<file path="src/pbc_pkg.sv">
// Package for the bone pose composer: payload structs, constants, state codes
// and element helpers. It has no dependencies.
`timescale 1ns / 1ps
`default_nettype none

package pbc_pkg;

    localparam int MAX_BONES = 256;
    localparam int FRAC_BITS = 8;
    localparam int BONE_W    = $clog2(MAX_BONES);
    localparam int ROW_AW    = BONE_W + 2;
    localparam int OPD_W     = 17;
    localparam int PROD_W    = 2 * OPD_W;
    localparam int SUM_W     = PROD_W + 2;
    localparam int CNT_W     = 5;

    localparam logic CFG_RATE   = 1'b0;
    localparam logic CFG_MARGIN = 1'b1;

    localparam logic OP_COMPOSE = 1'b0;
    localparam logic OP_ATTACH  = 1'b1;

    typedef struct packed {
        logic        operation;
        logic [7:0]  bone_index;
        logic        has_parent;
        logic [7:0]  parent_index;
        logic        part_root;
        logic        use_rate;
        logic [63:0] row_zero;
        logic [63:0] row_one;
        logic [63:0] row_two;
        logic [63:0] row_three;
    } t_in;

    typedef struct packed {
        logic [7:0]  result_bone;
        logic [63:0] out_row_zero;
        logic [63:0] out_row_one;
        logic [63:0] out_row_two;
        logic [63:0] out_row_three;
    } t_out;

    typedef struct packed {
        logic [3:0][OPD_W-1:0] a;
        logic [3:0][OPD_W-1:0] b;
    } t_mac_op;

    typedef struct packed {
        logic       vld;
        logic [3:0] idx;
        logic       mrg;
    } t_tag;

    typedef enum logic [2:0] {
        S_IDLE,
        S_RD,
        S_MUL,
        S_RATE,
        S_WR,
        S_DONE
    } t_state;

    function automatic logic [15:0] f_elem(input logic [63:0] row, input logic [1:0] j);
        return row[{j, 4'b0000} +: 16];
    endfunction

    function automatic logic [63:0] f_ident_row(input logic [1:0] i);
        logic [63:0] row;
        row = '0;
        row[{i, 4'b0000} +: 16] = 16'(1 << FRAC_BITS);
        return row;
    endfunction

    function automatic logic [OPD_W-1:0] f_sext(input logic [15:0] e);
        return {e[15], e};
    endfunction

endpackage

`default_nettype wire

</file>
<file path="src/pbc_mac.sv">
// Shared four-multiplier dot-product unit: registered products, then sum,
// round half up and saturate to 16 bits. Uses pbc_pkg.
`timescale 1ns / 1ps
`default_nettype none

module pbc_mac (
    input  wire logic             i_clk,
    input  wire pbc_pkg::t_mac_op i_op,
    output logic [15:0]           o_res
);
    import pbc_pkg::*;

    logic signed [PROD_W-1:0] r_prod [4];
    logic signed [SUM_W-1:0]  s_sum;
    logic signed [SUM_W-1:0]  s_shf;

    always_ff @(posedge i_clk) begin
        for (int k = 0; k < 4; k++) begin
            r_prod[k] <= $signed(i_op.a[k]) * $signed(i_op.b[k]);
        end
    end

    always_comb begin
        s_sum = SUM_W'(r_prod[0]) + SUM_W'(r_prod[1]) + SUM_W'(r_prod[2])
              + SUM_W'(r_prod[3]) + SUM_W'(1 << (FRAC_BITS - 1));
        s_shf = s_sum >>> FRAC_BITS;
        if (s_shf > SUM_W'(32767)) begin
            o_res = 16'h7FFF;
        end else if (s_shf < -SUM_W'(32768)) begin
            o_res = 16'h8000;
        end else begin
            o_res = s_shf[15:0];
        end
    end

endmodule

`default_nettype wire

</file>
<file path="config.mk">
export PLATFORM = sky130hd
export DESIGN_NAME = pbc_mac
export DESIGN_NICKNAME = d
export VERILOG_FILES = /design/src/pbc_pkg.sv /design/src/pbc_mac.sv
export SDC_FILE = /design/constraint.sdc
export NUM_CORES = 2
export LEC_CHECK = 0
export BUFFER_PORTS_ARGS = -buffer_cell sky130_fd_sc_hd__buf_2
export CAP_MARGIN = 20
export CORE_MARGIN = 4
export CORE_UTILIZATION = 30
export CTS_CLUSTER_SIZE = 20
export DETAILED_ROUTE_END_ITERATION = 8
export SETUP_SLACK_MARGIN = 0.2
export SLEW_MARGIN = 40
export SYNTH_ARGS = -nofsm -noshare
export SYNTH_HDL_FRONTEND = slang
export SYNTH_SLANG_ARGS = --single-unit
export TNS_END_PERCENT = 20
</file>
<file path="constraint.sdc">
create_clock -name i_clk -period 7.75 [get_ports i_clk]
set_input_delay 1.55 -clock i_clk [delete_from_list [all_inputs] [get_ports i_clk]]
set_output_delay 1.55 -clock i_clk [all_outputs]
set_load 0.01 [all_outputs]
</file>
Word level (Yosys, flattened, before mapping):

Memory sizes are Yosys's and may differ from the RTL's.
Index checks and enable logic that the tools add are counted.

* memories: 1
* bits in writable memories: 136
* register bits: 0
* logic and storage cells: 13

Memory list
* r_prod: words 4, bits a word 34, rd ports 4, clocked after memory_dff 0, wr ports 4, RTL line pbc_mac.sv:13 `logic signed [PROD_W-1:0] r_prod [4];`

* $add $sub $neg: 4
* muxes and demuxes: 2
* $mul: 4
* $lt $le $gt $ge: 2

Operators by type and width (number)
* 17-bit by 17-bit multiplier with 34-bit output: 4
* 35-bit by 34-bit adder with 36-bit output: 1
* 36-bit by 34-bit adder with 36-bit output: 1
* 36-bit by 9-bit adder with 36-bit output (second input constant): 1
* 34-bit by 34-bit adder with 35-bit output: 1
* 16-bit two-way mux: 2
* 28-bit by 16-bit greater-than comparator with 1-bit output (second input constant): 1
* 28-bit by 16-bit less-than comparator with 1-bit output (second input constant): 1

Longest topological paths before layout:

* depth in word-level cells: 7
* mapped depth: 26

Least setup slack after synthesis:

OpenSTA, ideal clock, no wires.

* path kind: input to register
* from: input port i_op[25] (netlist name)
* to: memory r_prod[1][33] (netlist name)
* library setup time: 0.121 ns
* buffers on the path: 2
* required time: 7.629 ns
* cell stages on the path: 25
* arrival: 7.655 ns
* setup slack: -0.025 ns
* path through: clkbuf_1 -> clkbuf_1 -> nand2_1 -> fa_1 -> inv_1 -> fa_1 -> inv_1 -> fa_1 -> inv_1 -> fa_1 -> fa_1 -> inv_1 -> fa_1 -> inv_1 -> ha_1 -> a211o_1 -> a31oi_1 -> o211ai_1 -> o31a_1 -> o41ai_4 -> o21ai_1 -> or4_1 -> a31oi_2 -> o21ai_1 -> xnor2_1

RTL lines
* start, declared: RTL line pbc_mac.sv:8 `input wire pbc_pkg::t_mac_op i_op,`
* end, declared: RTL line pbc_mac.sv:13

==> flow_metrics.py <==
metrics = {
    "clock_network": {
        "cts_tree": "done",
        "cts_root_buf": "clkbuf_16",
        "clkSlewWorstSetupHoldPaths_ns": 0.07,
        "cts_max_path_buffers": 2,
        "numCtsBuffers": 17,
        "cts.sinks": 136,
        "htreeDepth": 4,
    },
    "timing": {
        "final-setup-viol-count": 0,
        "setup_ws_ns": 0.404,
        "final_max_slew_viol_count": 0,
        "finalCritPeriodShare_pct": 94.8,
        "min_period_ns": 7.35,
        "max_slew_margin_pct": 55.7,
        "max_freq_mhz": 136,
        "final_hold_viol_count": 0,
        "worst_pin_slew_ns": 0.658,
        "rsz0062_at_grt": "true",
    },
    "yosys": {
        "synth-xor-area-share_pct": 2.76,
        "synthFlopType": "dfxtp_1",
        "synthMuxAreaShare_pct": 0.0201,
        "synth_area_um2": 49900,
        "syn-instance-count": 5338,
        "yosys.area_share.simple_pct": 14.4,
        "synth_top_cell_by_area": "fa_1",
        "ys_types": 69,
        "synth_top_family_by_area": "adder cells",
        "yosysWarnings": 0,
        "synth_nets": 7132,
        "ys_seq_elements": 136,
        "synthAdderAreaFrac_pct": 60.4,
        "syn_area_per_cell_um2": 9.34,
        "synth_compound_area_share_pct": 5.37,
        "synth_edf_count": 0,
        "ys_seq_area_share_pct": 5.46,
        "synth_top_area_share_pct": 50.3,
        "async_reset_ff_share_pct": 0,
        "synth_area_leaders": "fa_1 (50%), inv_1 (10%), ha_1 (10%), and2_1 (6.6%), dfxtp_1 (5.5%)",
    },
    "finish": {
        "layout_common_cells": "inv_1 (1374), fa_1 (1251), nand2_1 (634)",
        "drive_gt1_share_pct": 8.25,
        "nets": 7396,
        "top_register": "r_prod",
        "final_common_cell": "inv_1",
        "top_regs": "r_prod (136)",
        "area_growth_syn_to_layout_pct": 11.1,
        "largest_reg_flops": 136,
        "fin_util_pct": 33.6,
    },
    "setup_path": {
        "startpoint_type": "primary input",
        "critPathMaxFanout": 4,
        "cpPeakStageDelay_ns": 0.55,
        "critPathTopFamily": "adder cells",
        "cp.buffers_inverters": 7,
        "setup.worst_path.end": "r_prod[1][33]$_DFF_P_",
        "crit_top_cell": "fa_1",
        "slowest_stage": "fa_1",
        "end_kind": "register",
        "crit_required_ns": 8.11,
        "crit_cells": 25,
        "cp.arrival_ns": 7.71,
        "setup.worst_path.start": "i_op[19]",
        "timing_worst_setup_path_type": "primary input to register",
    },
    "global_route": {
        "antenna_found_initial": 10,
        "met3_usage_pct": 2.07,
        "grt_overflow": 0,
        "use_met1_pct": 20.1,
        "first_global_vias": 39403,
        "grt.total_usage_pct": 15.3,
        "grt_max_degree": 18,
        "gr-usage-met2_pct": 25.6,
        "grt_pass1_wl_mm": 211,
        "grt-busiest-layer": "met2",
    },
    "run_status": {
        "status": "completed",
    },
    "routing": {
        "ant_nets": 0,
        "dr.first_iter.drc_count": 1645,
        "vias": 35173,
        "drtPass1Iterations": 5,
        "routedWlPerCell_um": 16.1,
        "drc": 0,
        "post_drt_via_cell_ratio": 4.51,
        "drt-total-wl_mm": 126,
    },
    "placed_design": {
        "dp_hpwl_mm": 112,
        "io_buffers": 152,
        "gp_congestion": 0.907,
        "pre_cts_ws_ns": -0.0774,
    },
    "worst_hold_path": {
        "hp-class": "primary input to register",
    },
    "floorplan": {
        "core_area_um2": 165000,
        "fp-row-count": 149,
        "die_h_um": 416,
        "io_pins": 153,
        "start_util_pct": 30.2,
        "die_area_um2": 173000,
        "die_w_um": 416,
    },
    "job": {
        "maxCapViolCount": 0,
    },
}
## Yosys cell counts (10+ instances only)
master	instances
nand4_1	11
a21o_1	65
ha_1	405
fa_1	1252
nand3_1	32
and3_1	17
a211oi_1	15
xor2_1	31
a21oi_1	102
nor2b_1	17
a31oi_1	14
o21a_1	15
clkbuf_1	158
o21ai_0	67
or3_1	10
o211ai_1	10
nor2_1	121
o21bai_1	21
nand2b_1	27
and2_1	525
dfxtp_1	136
nor3_1	36
inv_1	1374
xnor2_1	126
nand2_1	634
o31ai_1	13
## per-stage QoR
| step | cell area, um^2 | hold WS (ns) | setup TNS (ns) | instances |
|---|---|---|---|---|
| after floorplan | 49900 | 1.67 | 0 | 5338 |
| after global placement | 54700 | 2.02 | -0.0977 | 7772 |
| after detailed placement | 54700 | 2.01 | -0.199 | 7772 |
| after CTS | 55300 | 1.46 | 0 | 7804 |
| after global routing | 55400 | 1.50 | 0 | 7805 |
| final | 55400 | 1.51 | 0 | 7806 |
## final cells by class
| type | count | area (um^2) |
|---|---|---|
| Tap cell | 2189 | 2740 |
| Fill cell | 16910 | 110000 |
| Sequential cell | 136 | 2720 |
| Timing Repair Buffer | 404 | 2710 |
| Clock inverter | 14 | 179 |
| Inverter | 1374 | 5160 |
| Clock buffer | 18 | 439 |
| Multi-Input combinational cell | 3669 | 41400 |
| Antenna cell | 2 | 5.00 |
## logic make-up after synthesis
kind of cell	count (synthesis)
buf+inv	1533
mux	1
fa+ha+maj	1657
compound gates	396
xor+xnor	157
flops	136
simple gates	1458
## what timing repair did
action,CTS,global route
hold buffers,0,0
pin swaps,0,0
hold endpoints to repair,0,0
buffers inserted,0,0
gates cloned,0,0
endpoints found under the setup margin,11,21
gates resized for setup,4,8
## worst min path at each step
stage / from / to / slack (ns) / depth (start not counted)
after floorplan: i_op[102] / r_prod[2][0]$_DFF_P_ / 1.67 / 1
after global placement: i_op[0] / r_prod[0][0]$_DFF_P_ / 2.02 / 2
after detailed placement: i_op[0] / r_prod[0][0]$_DFF_P_ / 2.01 / 2
after CTS: i_op[0] / r_prod[0][0]$_DFF_P_ / 1.46 / 2
after global routing: i_op[0] / r_prod[0][0]$_DFF_P_ / 1.50 / 2
final: i_op[0] / r_prod[0][0]$_DFF_P_ / 1.51 / 2
## per-layer routing
| layer | vias to the layer above | share of wire [%] |
|---|---|---|
| li1 | 16213 | - |
| met1 | 17998 | 43 |
| met2 | 769 | 48 |
| met3 | 187 | 4.3 |
| met4 | 6 | 4.2 |
| met5 | - | 0.037 |
Power is not shown: default switching activity piles up to over one toggle a cycle in this logic, so the estimate is an artifact.
